File: src/sv/vts_pkg.sv
package vts_pkg;

    localparam int MAX_NODES_DEF = 1024;
    localparam int FRAC_BITS_DEF = 24;

    localparam int VAL_W      = 32;
    localparam int MIN_DIAG_W = 31;
    localparam int STEP_W     = 10;
    localparam int ACC_W      = 64;
    localparam int CFG_IDX_W  = 1;
    localparam int S_DATA_W   = 64;
    localparam int M_DATA_W   = 48;

    // configuration register indexes
    localparam logic [CFG_IDX_W-1:0] REG_LAMBDA_H = 1'b0;
    localparam logic [CFG_IDX_W-1:0] REG_MIN_DIAG = 1'b1;

    // controller to datapath
    typedef struct packed {
        logic latch;
        logic row0;
        logic col_rd;
        logic col_mul;
        logic col_acc;
        logic end_sum;
        logic end_diag;
        logic end_mlo;
        logic end_mhi;
        logic end_scale;
        logic end_rhs;
        logic div_start;
        logic finish;
        logic out_load;
    } cmd_t;

    // datapath to controller
    typedef struct packed {
        logic row_zero;
        logic full;
        logic last;
        logic col_ok;
        logic sing;
        logic div_busy;
    } sts_t;

endpackage

File: src/sv/vts_ctrl.sv
module vts_ctrl (
    input  logic           clk,
    input  logic           rst_n,
    input  logic           s_tvalid,
    input  logic           m_tready,
    input  vts_pkg::sts_t  sts,
    output logic           s_tready,
    output logic           m_tvalid,
    output vts_pkg::cmd_t  cmd
);

    typedef enum logic [15:0] {
        ST_IDLE      = 16'b0000_0000_0000_0001,
        ST_DECODE    = 16'b0000_0000_0000_0010,
        ST_COL_RD    = 16'b0000_0000_0000_0100,
        ST_COL_MUL   = 16'b0000_0000_0000_1000,
        ST_COL_ACC   = 16'b0000_0000_0001_0000,
        ST_END_SUM   = 16'b0000_0000_0010_0000,
        ST_END_DIAG  = 16'b0000_0000_0100_0000,
        ST_END_MLO   = 16'b0000_0000_1000_0000,
        ST_END_MHI   = 16'b0000_0001_0000_0000,
        ST_END_SCALE = 16'b0000_0010_0000_0000,
        ST_END_RHS   = 16'b0000_0100_0000_0000,
        ST_DIV_GO    = 16'b0000_1000_0000_0000,
        ST_DIV_WAIT  = 16'b0001_0000_0000_0000,
        ST_FINISH    = 16'b0010_0000_0000_0000,
        ST_OUT       = 16'b0100_0000_0000_0000
    } state_t;

    state_t state_reg, state_next;
    logic   m_tvalid_reg, m_tvalid_next;
    logic   out_free;

    assign out_free = !m_tvalid_reg || m_tready;

    always_comb
    begin
        state_next = state_reg;
        cmd        = '0;
        unique case (state_reg)
            ST_IDLE:
            begin
                cmd.latch = s_tvalid;
                if (s_tvalid)
                    state_next = ST_DECODE;
            end
            ST_DECODE:
            begin
                priority if (sts.full)
                    state_next = ST_IDLE;
                else if (sts.row_zero)
                begin
                    cmd.row0   = 1'b1;
                    state_next = ST_OUT;
                end
                else if (sts.last)
                    state_next = ST_END_SUM;
                else if (sts.col_ok)
                    state_next = ST_COL_RD;
                else
                    state_next = ST_IDLE;
            end
            ST_COL_RD:
            begin
                cmd.col_rd = 1'b1;
                state_next = ST_COL_MUL;
            end
            ST_COL_MUL:
            begin
                cmd.col_mul = 1'b1;
                state_next  = ST_COL_ACC;
            end
            ST_COL_ACC:
            begin
                cmd.col_acc = 1'b1;
                state_next  = ST_IDLE;
            end
            ST_END_SUM:
            begin
                cmd.end_sum = 1'b1;
                state_next  = ST_END_DIAG;
            end
            ST_END_DIAG:
            begin
                cmd.end_diag = 1'b1;
                state_next   = ST_END_MLO;
            end
            ST_END_MLO:
            begin
                cmd.end_mlo = 1'b1;
                state_next  = ST_END_MHI;
            end
            ST_END_MHI:
            begin
                cmd.end_mhi = 1'b1;
                state_next  = ST_END_SCALE;
            end
            ST_END_SCALE:
            begin
                cmd.end_scale = 1'b1;
                state_next    = ST_END_RHS;
            end
            ST_END_RHS:
            begin
                cmd.end_rhs = 1'b1;
                // singular diagonal needs no division
                state_next  = sts.sing ? ST_FINISH : ST_DIV_GO;
            end
            ST_DIV_GO:
            begin
                cmd.div_start = 1'b1;
                state_next    = ST_DIV_WAIT;
            end
            ST_DIV_WAIT:
            begin
                if (!sts.div_busy)
                    state_next = ST_FINISH;
            end
            ST_FINISH:
            begin
                cmd.finish = 1'b1;
                state_next = ST_OUT;
            end
            ST_OUT:
            begin
                cmd.out_load = out_free;
                if (out_free)
                    state_next = ST_IDLE;
            end
            default:
            begin
                state_next = ST_IDLE;
            end
        endcase
    end

    always_comb
    begin
        priority if (cmd.out_load)
            m_tvalid_next = 1'b1;
        else if (m_tready)
            m_tvalid_next = 1'b0;
        else
            m_tvalid_next = m_tvalid_reg;
    end

    always_ff @(posedge clk or negedge rst_n)
    begin
        if (!rst_n)
        begin
            state_reg    <= ST_IDLE;
            m_tvalid_reg <= 1'b0;
        end
        else
        begin
            state_reg    <= state_next;
            m_tvalid_reg <= m_tvalid_next;
        end
    end

    assign s_tready = (state_reg == ST_IDLE);
    assign m_tvalid = m_tvalid_reg;

endmodule

File: config.mk
export PLATFORM = sky130hd
export DESIGN_NAME = vts_ctrl
export DESIGN_NICKNAME = d
export VERILOG_FILES = /design/src/sv/vts_pkg.sv /design/src/sv/vts_ctrl.sv
export SDC_FILE = /design/constraint.sdc
export NUM_CORES = 1
export LEC_CHECK = 0
export ABC_CLOCK_PERIOD_IN_PS = 2300
export BUFFER_PORTS_ARGS = -buffer_cell sky130_fd_sc_hd__buf_2
export CAP_MARGIN = 0
export CORE_MARGIN = 4
export CORE_UTILIZATION = 54
export CTS_BUF_LIST = sky130_fd_sc_hd__clkbuf_8
export DETAILED_ROUTE_END_ITERATION = 12
export HOLD_SLACK_MARGIN = 0.15
export PLACE_DENSITY = 0.81
export SLEW_MARGIN = 20
export SYNTH_ARGS = -nofsm -noshare
export SYNTH_HDL_FRONTEND = slang
export SYNTH_SLANG_ARGS = --single-unit
File: constraint.sdc
create_clock -name clk -period 2.3 [get_ports clk]
set_input_delay 0.115 -clock clk [delete_from_list [all_inputs] [get_ports clk]]
set_output_delay 0.115 -clock clk [all_outputs]
set_load 0.05 [all_outputs]
==> summary.md, run 1 <==
| Metric | Value |
|---|---|
| Row count | `15` |
| Minimum hold slack | `0.1609 ns` |
| Warnings from Yosys | `0` |
| Ys async rst share | `1.000` |
| TritonCTS clock tree | `done` |
| CTS sink cnt | `16` |
| CTS clk-pin slew, worst paths | `0.06 ns` |
| Fin crit period | `2.229 ns` |
| Synthesized Nets | `114` |
| Largest net degree at the start of global routing | `17` |
| CP Class | `flop to output port` |
| # setup viols final | `0` |
| Routed Antenna Nets | `0` |
| Setup TNS | `0 ns` |
| Core area | `0.001727 mm^2` |
| Critical path endpoint category | `output port` |
| First-pass GRT wire length | `3974 um` |
| DR vias | `965` |
| Slew Viols, Final | `0` |
| Final Cell Area | `0.001350 mm^2` |
| Max reg flops | `15` |
| Clk_lat worst skew | `0.25 ns` |
| Top cells by count, synth | `dfrtp_1, nor2_1, nand2_1` |
| Layout cells sized above 1 | `0.4286` |
| Fin nets | `151` |
| Least-Margin Pin Slew | `0.4783 ns` |
| Register area share after synthesis | `0.4053` |
| DR vias/cell | `5.848` |
| Post-synth top area share | `0.3788` |
| Cell class contributing the biggest share of worst-path delay | `simple AND/OR/NAND/NOR gates` |
| Buffers on Ports | `25` |
| Status | `finished, final reports clean` |
| Max transition margin | `0.6766` |
| Synth area leaders | `dfrtp_1, nor2_1, nor3_1, nor4b_1, nand2_1` |
| Count leader, synth | `dfrtp_1` |
| Top Ports | `26` |
| Routed WL | `2598 um` |
| Mapped Area | `991.0 um^2` |
| Critical Path AT | `2.11 ns` |
| Starting DRT DRC Count | `26` |
| Die Area | `0.002584 mm^2` |
| Num CTS Buffers | `3` |
| Gr usage total | `0.2029` |
| Synthesis-stage register bit count | `16` |
| Number of global-route vias before repair | `895` |
| # diodes | `0` |
| Leading area contributor after synthesis | `dfrtp_1` |
| Peak VDD IR | `0.6309 mV` |
| Crit start category | `flop` |
| CP peak stage delay | `0.46 ns` |
| MaxCap Viol Count | `0` |
| Total power | `0.9134 mW` |
| Slowest cell on crit path | `dfrtp_2` |
| Unique cell type count in the Yosys netlist | `43` |
| Final Hold Viols | `0` |
| H-tree depth | `1` |
| Die W | `50.84 um` |
| Antenna violations before repair | `0` |
| Placed Instance Area | `0.001152 mm^2` |
| Number of synthesized flops with an enable pin | `0` |
| Highest clock rate | `0.4487 GHz` |
| GRT overflow | `0` |
| CP cell instances | `nor4_4, nand2_1, or3_4, and4bb_2, buf_4` |
| Prevailing post-synth register cell | `dfrtp_1` |
| Syn Area/Cell | `9.528 um^2` |
| Wirelength per Cell | `15.75 um` |
| CP Max Fanout | `6` |
| Starting Density | `0.5739` |
| Root buf cell | `clkbuf_8` |
| Period utilisation layout | `0.9690` |
| Post-Synthesis Cells | `104` |
| Hold Path Class | `input pin to flop` |
| Drt drc | `0` |
| Crit path buffers/inverters | `1` |
| PD cells | `676.6 mW/mm^2` |
| CTS Buffer Depth | `2` |
| Area grow syn2layout | `36.24%` |
| Die height | `50.84 um` |
| GPL Wtd Cong | `0.8522` |
| Leakage power | `0.6823 nW` |
| Drt first pass iters | `4` |
| Critical Path RT | `2.18 ns` |
| Worst clock skew | `0.005198 ns` |
| Dpl hpwl | `1587 um` |
## cell usage in the layout, fill, tap and decap left out, types with 3 or more instances in the layout
master | synthesis | routed
buf_2 | 1 | 21
nor2_1 | 14 | 14
dfrtp_1 | 15 | 12
nand2_1 | 9 | 9
dlygate4sd3_1 | 0 | 6
buf_4 | 1 | 5
nor3_1 | 7 | 4
and2_1 | 3 | 3
and2b_2 | 3 | 3
clkbuf_8 | 0 | 3
dfrtp_2 | 0 | 3
## cell families (layout without fill, tap and decap cells)
kind of cell           after synthesis  count (layout)  share of synthesized area
AO/OA/AOI/OAI                       12              12                    0.08714
multiplexers                         1               1                    0.01136
buffers and inverters                4              40                    0.02019
XOR/XNOR                             3               3                    0.02652
flip-flops                          16              16                     0.4053
AND/OR/NAND/NOR                     68              68                     0.4495
## report_power, final
part	internal, mW	switching, mW	leakage (nW)
sequential	0.307	0.0337	0.214
combinational	0.129	0.228	0.441
clock	0.119	0.0977	0.0269
## layout make-up
class                   count  area [um^2]
multi-input cells          84        635.6
flip-flops and latches     16        405.4
fillers                   123        376.6
repair buffers             35        229.0
clock buffers               3        41.29
well taps                  25        31.28
clock inverters             1        3.754
inverters                   1        3.754
## stage by stage
step | utilization | instances | setup slack [ns]
final | 0.7819 | 165 | 0.07140
after global routing | 0.7819 | 165 | -0.03741
after CTS | 0.7377 | 161 | 0.01162
after detailed placement | 0.6674 | 151 | 0.1461
after global placement | 0.6674 | 151 | 0.2948
after floorplan | - | 104 | -0.0003306
## worst paths after layout
check                             start           end  slack (ns)  cells after the start
setup / recovery           state_reg[3]        cmd[2]        0.07                      5
hold / removal                   sts[5]  state_reg[5]        0.16                      2
setup reg to reg           state_reg[3]  state_reg[0]        0.37                      5
hold reg to reg            state_reg[3]  state_reg[3]        0.55                      1
max in group asynchronous         rst_n  state_reg[0]        1.69                      2
min in group asynchronous         rst_n  state_reg[7]        0.30                      2
## metal layers
metal  GRT usage  routed length, um
met5           0                  0
met4      0.1031                 52
met3     0.03499                159
met2      0.3587               1316
met1      0.2338               1070
## repair_timing
item,in CTS,in global routing
buffers inserted,0,4
resized for setup,3,13
hold buffers,6,0
pin swaps,0,1
hold endpoints to repair,21,0
setup endpoints to repair,4,5
Note: power is estimated with default switching activity, not from simulation.
==> run 2, diff against run 1 <==
--- a/config.mk
+++ b/config.mk
@@ -6,14 +6,14 @@
 export NUM_CORES = 1
 export LEC_CHECK = 0
 export ABC_CLOCK_PERIOD_IN_PS = 2300
-export BUFFER_PORTS_ARGS = -buffer_cell sky130_fd_sc_hd__buf_2
 export CAP_MARGIN = 0
 export CORE_MARGIN = 4
-export CORE_UTILIZATION = 54
+export CORE_UTILIZATION = 55
 export CTS_BUF_LIST = sky130_fd_sc_hd__clkbuf_8
 export DETAILED_ROUTE_END_ITERATION = 12
+export DONT_BUFFER_PORTS = 1
 export HOLD_SLACK_MARGIN = 0.15
-export PLACE_DENSITY = 0.81
+export PLACE_DENSITY = 0.7
 export SLEW_MARGIN = 20
 export SYNTH_ARGS = -nofsm -noshare
 export SYNTH_HDL_FRONTEND = slang
==> run 2 against run 1 <==
Net effect: global-route usage up 0.74 points; register-to-register slack worse by 0.22 ns; final area down 2.3%; non-clock buffer count down 14; final cell count down 8.5%; sequential power about the same; critical path type unchanged; highest routed layer unchanged.
==> summary.md, run 2 (synthesized netlist as in run 1, its figures left out) <==
| Metric | Value |
|---|---|
| Status | `finished, final reports clean` |
| CTS clk-pin slew, worst paths | `0.07 ns (about the same)` |
| Leakage power | `0.6225 nW (-8.8%)` |
| Worst r2r src | `state_reg[11]` |
| Number of global-route vias before repair | `895 (unchanged)` |
| Total power | `0.9430 mW (+3.2%)` |
| Num CTS Buffers | `3 (unchanged)` |
| Gr usage total | `0.2103 (+0.007433)` |
| Die height | `50.45 um (-0.77%)` |
| Drt first pass iters | `4 (unchanged)` |
| Least-Margin Pin Slew | `0.7148 ns (+0.2365 ns)` |
| Final Hold Viols | `0 (unchanged)` |
| Peak VDD IR | `0.9401 mV (+49%)` |
| Fin crit period | `2.221 ns (-0.007816 ns)` |
| GRT overflow | `0 (unchanged)` |
| Row count | `15 (unchanged)` |
| # setup viols final | `0 (unchanged)` |
| CTS Buffer Depth | `2 (unchanged)` |
| Wirelength per Cell | `16.72 um (+6.2%)` |
| Critical path endpoint category | `output port` |
| Most frequent cells in the layout | `nor2_1, dfrtp_1, buf_4, dlygate4sd3_1, nand2_1` |
| Dpl hpwl | `1637 um (+3.1%)` |
| Commonest non-fill, non-tap cell in the layout | `nor2_1` |
| Layout cells sized above 1 | `0.3571 (-0.07143)` |
| DR vias | `885 (-8.3%)` |
| Hold_sp | `m_tready` |
| DR vias/cell | `5.861 (+0.21%)` |
| First-pass GRT wire length | `4022 um (+1.2%)` |
| CP Max Fanout | `7 (+1)` |
| Critical Path RT | `2.18 ns (about the same)` |
| Hold Path Class | `input pin to flop` |
| CP startpoint | `state_reg[4]` |
| Crit start category | `flop` |
| Area grow syn2layout | `33.08%` |
| Routed WL | `2524 um (-2.8%)` |
| Critical Path AT | `2.11 ns (about the same)` |
| Minimum hold slack | `0.2359 ns (+0.07496 ns)` |
| GPL Wtd Cong | `0.7380 (-13%)` |
| Top Ports | `26 (unchanged)` |
| Routed Antenna Nets | `0 (unchanged)` |
| TritonCTS clock tree | `done` |
| Root buf cell | `clkbuf_8` |
| Starting Density | `0.5802 (+0.006307)` |
| Slew Viols, Final | `0 (unchanged)` |
| Max reg flops | `15 (unchanged)` |
| # diodes | `0 (unchanged)` |
| CP Class | `flop to output port` |
| Worst clock skew | `0.005181 ns (-0.00001702 ns)` |
| Buffers on Ports | `0 (-100%)` |
| Starting DRT DRC Count | `20 (-23%)` |
| Highest clock rate | `0.4503 GHz (+0.35%)` |
| H-tree depth | `1 (unchanged)` |
| CTS sink cnt | `16 (unchanged)` |
| Clk_lat worst skew | `0.26 ns (about the same)` |
| Period utilisation layout | `0.9656 (-0.003398)` |
| MaxCap Viol Count | `0 (unchanged)` |
| Antenna violations before repair | `0 (unchanged)` |
| Max transition margin | `0.5219 (-0.1547)` |
| Die W | `50.45 um (-0.77%)` |
| Core area | `0.001708 mm^2 (-1.1%)` |
| Fin nets | `137 (-9.3%)` |
| PD cells | `715.1 mW/mm^2 (+5.7%)` |
| Die Area | `0.002545 mm^2 (-1.5%)` |
| Drt drc | `0 (unchanged)` |
| Largest net degree at the start of global routing | `17 (unchanged)` |
-- run 2: changes by cell type in the layout (fill, tap and decap cells not counted), moves of 2 or more --
cell	change
nand2_2	+2
buf_2	-21
nand2_1	-2
buf_4	+5
clkbuf_4	-2
dlygate4sd3_1	+3
-- run 2: area by class of cell --
type,instances,area (um^2)
flip-flops and latches,16,406.6
inverters,1,3.754
clock buffers,3,41.29
repair buffers,21,196.4
fillers,117,389.1
well taps,25,31.28
multi-input cells,84,635.6
clock inverters,1,3.754
-- run 2: path summary, 6_finish.rpt --
| kind | to | slack (ns) | depth (start not counted) |
|---|---|---|---|
| setup / recovery | cmd[3] | 0.08 | 5 |
| hold / removal | m_tvalid | 0.24 | 2 |
| setup reg to reg | state_reg[5] | 0.15 | 5 |
| hold reg to reg | state_reg[7] | 0.58 | 2 |
| max in group asynchronous | state_reg[11] | 1.45 | 1 |
| min in group asynchronous | state_reg[7] | 0.35 | 1 |
-- run 2: critical path, cell delays in order (launching register included) --
cell,delay [ns]
dfrtp_2,0.46
nor4_4,0.35
nand2_1,0.12
or3_4,0.37
and4bb_2,0.37
buf_6,0.18
-- run 2: where the power goes --
part | switching (mW) | total (mW) | internal, mW
clock network | 0.109 | 0.227 | 0.119
logic | 0.220 | 0.373 | 0.153
registers | 0.0357 | 0.342 | 0.307
total | 0.365 | 0.943 | 0.578
-- run 2: metal layers --
layer,vias to the layer above,wire length [um],global-route usage
li1,424,-,-
met1,422,1088,0.2580
met2,33,1279,0.3478
met3,6,100,0.03858
met4,0,55,0.1121
met5,-,0,0
-- run 2: metrics by stage --
stage | util | setup TNS, ns | instances | setup slack (ns) | area, um^2
2_1_floorplan | - | -0.0003306 | 104 | -0.0003306 | 1012
3_3_place_gp | 0.6571 | 0 | 137 | 0.2741 | 1122
3_5_place_dp | 0.6571 | 0 | 137 | 0.2064 | 1122
4_1_cts | 0.7414 | 0 | 150 | 0.002703 | 1266
5_1_grt | 0.7722 | -0.06876 | 151 | -0.03732 | 1319
6_report | 0.7722 | 0 | 151 | 0.07922 | 1319
-- run 2: repair_timing --
| item | in CTS | in global routing |
|---|---|---|
| pin swaps | 0 | 2 |
| endpoints found under the setup margin | 2 | 7 |
| hold buffers | 9 | 0 |
| buffers inserted | 0 | 1 |
| gates resized for setup | 1 | 12 |
| endpoints found under the hold margin | 24 | 0 |
==> run 3, diff against run 2 <==
--- a/config.mk
+++ b/config.mk
@@ -5,7 +5,7 @@
 export SDC_FILE = /design/constraint.sdc
 export NUM_CORES = 1
 export LEC_CHECK = 0
-export ABC_CLOCK_PERIOD_IN_PS = 2300
+export ABC_CLOCK_PERIOD_IN_PS = 2000
 export CAP_MARGIN = 0
 export CORE_MARGIN = 4
 export CORE_UTILIZATION = 55
@@ -13,7 +13,8 @@
 export DETAILED_ROUTE_END_ITERATION = 12
 export DONT_BUFFER_PORTS = 1
 export HOLD_SLACK_MARGIN = 0.15
-export PLACE_DENSITY = 0.7
+export PLACE_DENSITY = 0.73
+export REMOVE_ABC_BUFFERS = 1
 export SLEW_MARGIN = 20
 export SYNTH_ARGS = -nofsm -noshare
 export SYNTH_HDL_FRONTEND = slang
==> constraint.sdc (replaced) <==
create_clock -name clk -period 2 [get_ports clk]
set_input_delay 0.1 -clock clk [delete_from_list [all_inputs] [get_ports clk]]
set_output_delay 0.1 -clock clk [all_outputs]
set_load 0.05 [all_outputs]
==> run 3 against run 2 <==
Net effect: sequential power grew 19%; critical path type unchanged; register-to-register slack lost 0.39 ns; power grew 41%; sequential cell count is the same; utilization grew 18 points; global-route usage grew 10 points; largest cell class unchanged; largest power group unchanged; final cell count grew 15%; sequential share of layout area shrank 5.9 points; clock power grew 30%; the flow now finishes with violations (negative setup slack); critical endpoint unchanged.
==> summary.md, run 3 (synthesized netlist as in run 1, its figures left out) <==
| Metric | Value |
|---|---|
| Status | `finished, violations left` |
| Failing checks | `negative setup slack` |
| CTS clk-pin slew, worst paths | `0.07 ns (about the same)` |
| Die W | `50.45 um (unchanged)` |
| Dpl hpwl | `1801 um (+10%)` |
| Fin nets | `159 (+16%)` |
| Max reg flops | `15 (unchanged)` |
| GRT overflow | `0 (unchanged)` |
| Period utilisation layout | `1.151` |
| Multi-input combinational cell area | `686.9 um^2 (+8.1%)` |
| Final std cells w/o fill | `173 (+15%)` |
| Total power | `1.332 mW (+41%)` |
| PD cells | `821.6 mW/mm^2 (+15%)` |
| Least-Margin Pin Slew | `0.7680 ns (+0.05321 ns)` |
| Largest net degree at the start of global routing | `17 (unchanged)` |
| Die Area | `0.002545 mm^2 (unchanged)` |
| Clk_lat worst skew | `0.25 ns (about the same)` |
| Peak VDD IR | `0.7829 mV (-17%)` |
| # setup viols final | `19 (+19)` |
| DR vias | `1176 (+33%)` |
| Most frequent cells in the layout | `buf_4, dfrtp_1, nor2_1, dlygate4sd3_1` |
| H-tree depth | `1 (unchanged)` |
| Wirelength per Cell | `24.27 um (+45%)` |
| Drt drc | `0 (unchanged)` |
| Gr usage total | `0.3105 (+0.1002)` |
| RSZ-0062 raised after global routing | `yes` |
| Crit start category | `flop` |
| TritonCTS clock tree | `done` |
| Routed Antenna Nets | `0 (unchanged)` |
| Critical Path AT | `2.20 ns (+0.09 ns)` |
| Drt first pass iters | `5 (+1)` |
| Worst clock skew | `0.001508 ns (-0.003673 ns)` |
| Die height | `50.45 um (unchanged)` |
| Fin crit period | `2.301 ns` |
| Critical Path RT | `1.90 ns (-0.28 ns)` |
| DP Cell Count | `148 (+8.0%)` |
| Post-layout util | `0.9495 (+0.1773)` |
| Max transition margin | `0.4863 (-0.03559)` |
| Row count | `15 (unchanged)` |
| Layout cells sized above 1 | `0.5068 (+0.1496)` |
| Hold Path Class | `input pin to flop` |
| Minimum hold slack | `0.2851 ns (+0.04928 ns)` |
| Setup TNS | `-2.925 ns (-2.925 ns)` |
| FF/Latch Area | `404.1 um^2 (-0.62%)` |
| Routed WL | `4198 um (+66%)` |
| Setup slack after layout | `-0.3014 ns (-0.3806 ns)` |
| Critical path endpoint category | `output port` |
| Starting DRT DRC Count | `85 (+330%)` |
| Leakage power | `0.7567 nW (+22%)` |
| Starting Density | `0.5802 (unchanged)` |
| Final Cell Area | `0.001622 mm^2 (+23%)` |
| Final Hold Viols | `0 (unchanged)` |
| Root buf cell | `clkbuf_8` |
| CTS sink cnt | `16 (unchanged)` |
| MaxCap Viol Count | `0 (unchanged)` |
| Number of global-route vias before repair | `1205 (+35%)` |
| Slew Viols, Final | `0 (unchanged)` |
| Buffers on Ports | `0 (unchanged)` |
| Highest clock rate | `0.4345 GHz` |
| # diodes | `0 (unchanged)` |
| First-pass GRT wire length | `5892 um (+46%)` |
| GPL Wtd Cong | `0.8551 (+16%)` |
| Pre-CTS WS | `0.03530 ns (-0.1711 ns)` |
| Total of fill cells in the finished design | `43 (-63%)` |
| Num CTS Buffers | `3 (unchanged)` |
| Area grow syn2layout | `63.64%` |
| Core area | `0.001708 mm^2 (unchanged)` |
| Commonest non-fill, non-tap cell in the layout | `buf_4` |
| CP Max Fanout | `6 (-1)` |
| Top Ports | `26 (unchanged)` |
| CTS Buffer Depth | `2 (unchanged)` |
| DR vias/cell | `6.798 (+16%)` |
| Placed Instance Area | `0.001267 mm^2 (+13%)` |
| Antenna violations before repair | `0 (unchanged)` |
| CP Class | `flop to output port` |
run 3: cell types whose count changed in the layout (fill, tap and decap cells not counted), moves of 2 or more:
cell	previous run	this run
nor3_4	1	3
buf_4	10	23
dfrtp_2	4	2
and2_1	3	1
nor3_1	5	2
buf_12	1	6
dfrtp_1	11	13
buf_6	1	6
and2_4	0	2
nor2_1	14	12
run 3: layout make-up:
type | instances | share of cell area
Inverter | 1 | 0.002315
Multi-Input combinational cell | 84 | 0.4236
Tap cell | 25 | 0.01929
Timing Repair Buffer | 43 | 0.2716
Clock buffer | 4 | 0.03395
Sequential cell | 16 | 0.2492
run 3: timing repair:
item                       4_1_cts  5_1_grt
gates resized for setup         19       10
setup endpoints to repair       10       17
hold buffers                     8        0
pin swaps                       10       13
hold endpoints to repair        24        0
setup buffers                    9        4
run 3: critical path: stages (launching register included):
cell and delay (ns):
dfrtp_1 0.44, nor4_4 0.38, nand2_1 0.18, or3_4 0.40, and4bb_2 0.39, buf_12 0.15
run 3: per-layer routing:
metal	routed length, um	global-route usage	vias up
met1	1375	0.3611	547
met4	287	0.08969	0
li1	-	-	464
met2	2022	0.5543	126
met3	512	0.08309	39
met5	0	0	-
run 3: where the power goes:
group	switching (mW)	total (mW)	internal, mW
sequential	0.0529	0.406	0.353
combinational	0.355	0.631	0.276
clock	0.121	0.296	0.175
run 3: worst paths after layout:
path	from	to	slack (ns)	depth (start not counted)
min in group asynchronous	rst_n	state_reg[8]	0.36	1
setup / recovery	state_reg[5]	cmd[3]	-0.30	5
hold reg to reg	state_reg[6]	state_reg[7]	0.64	2
max in group asynchronous	rst_n	state_reg[10]	1.11	1
setup reg to reg	state_reg[5]	state_reg[11]	-0.24	7
hold / removal	m_tready	m_tvalid	0.29	2
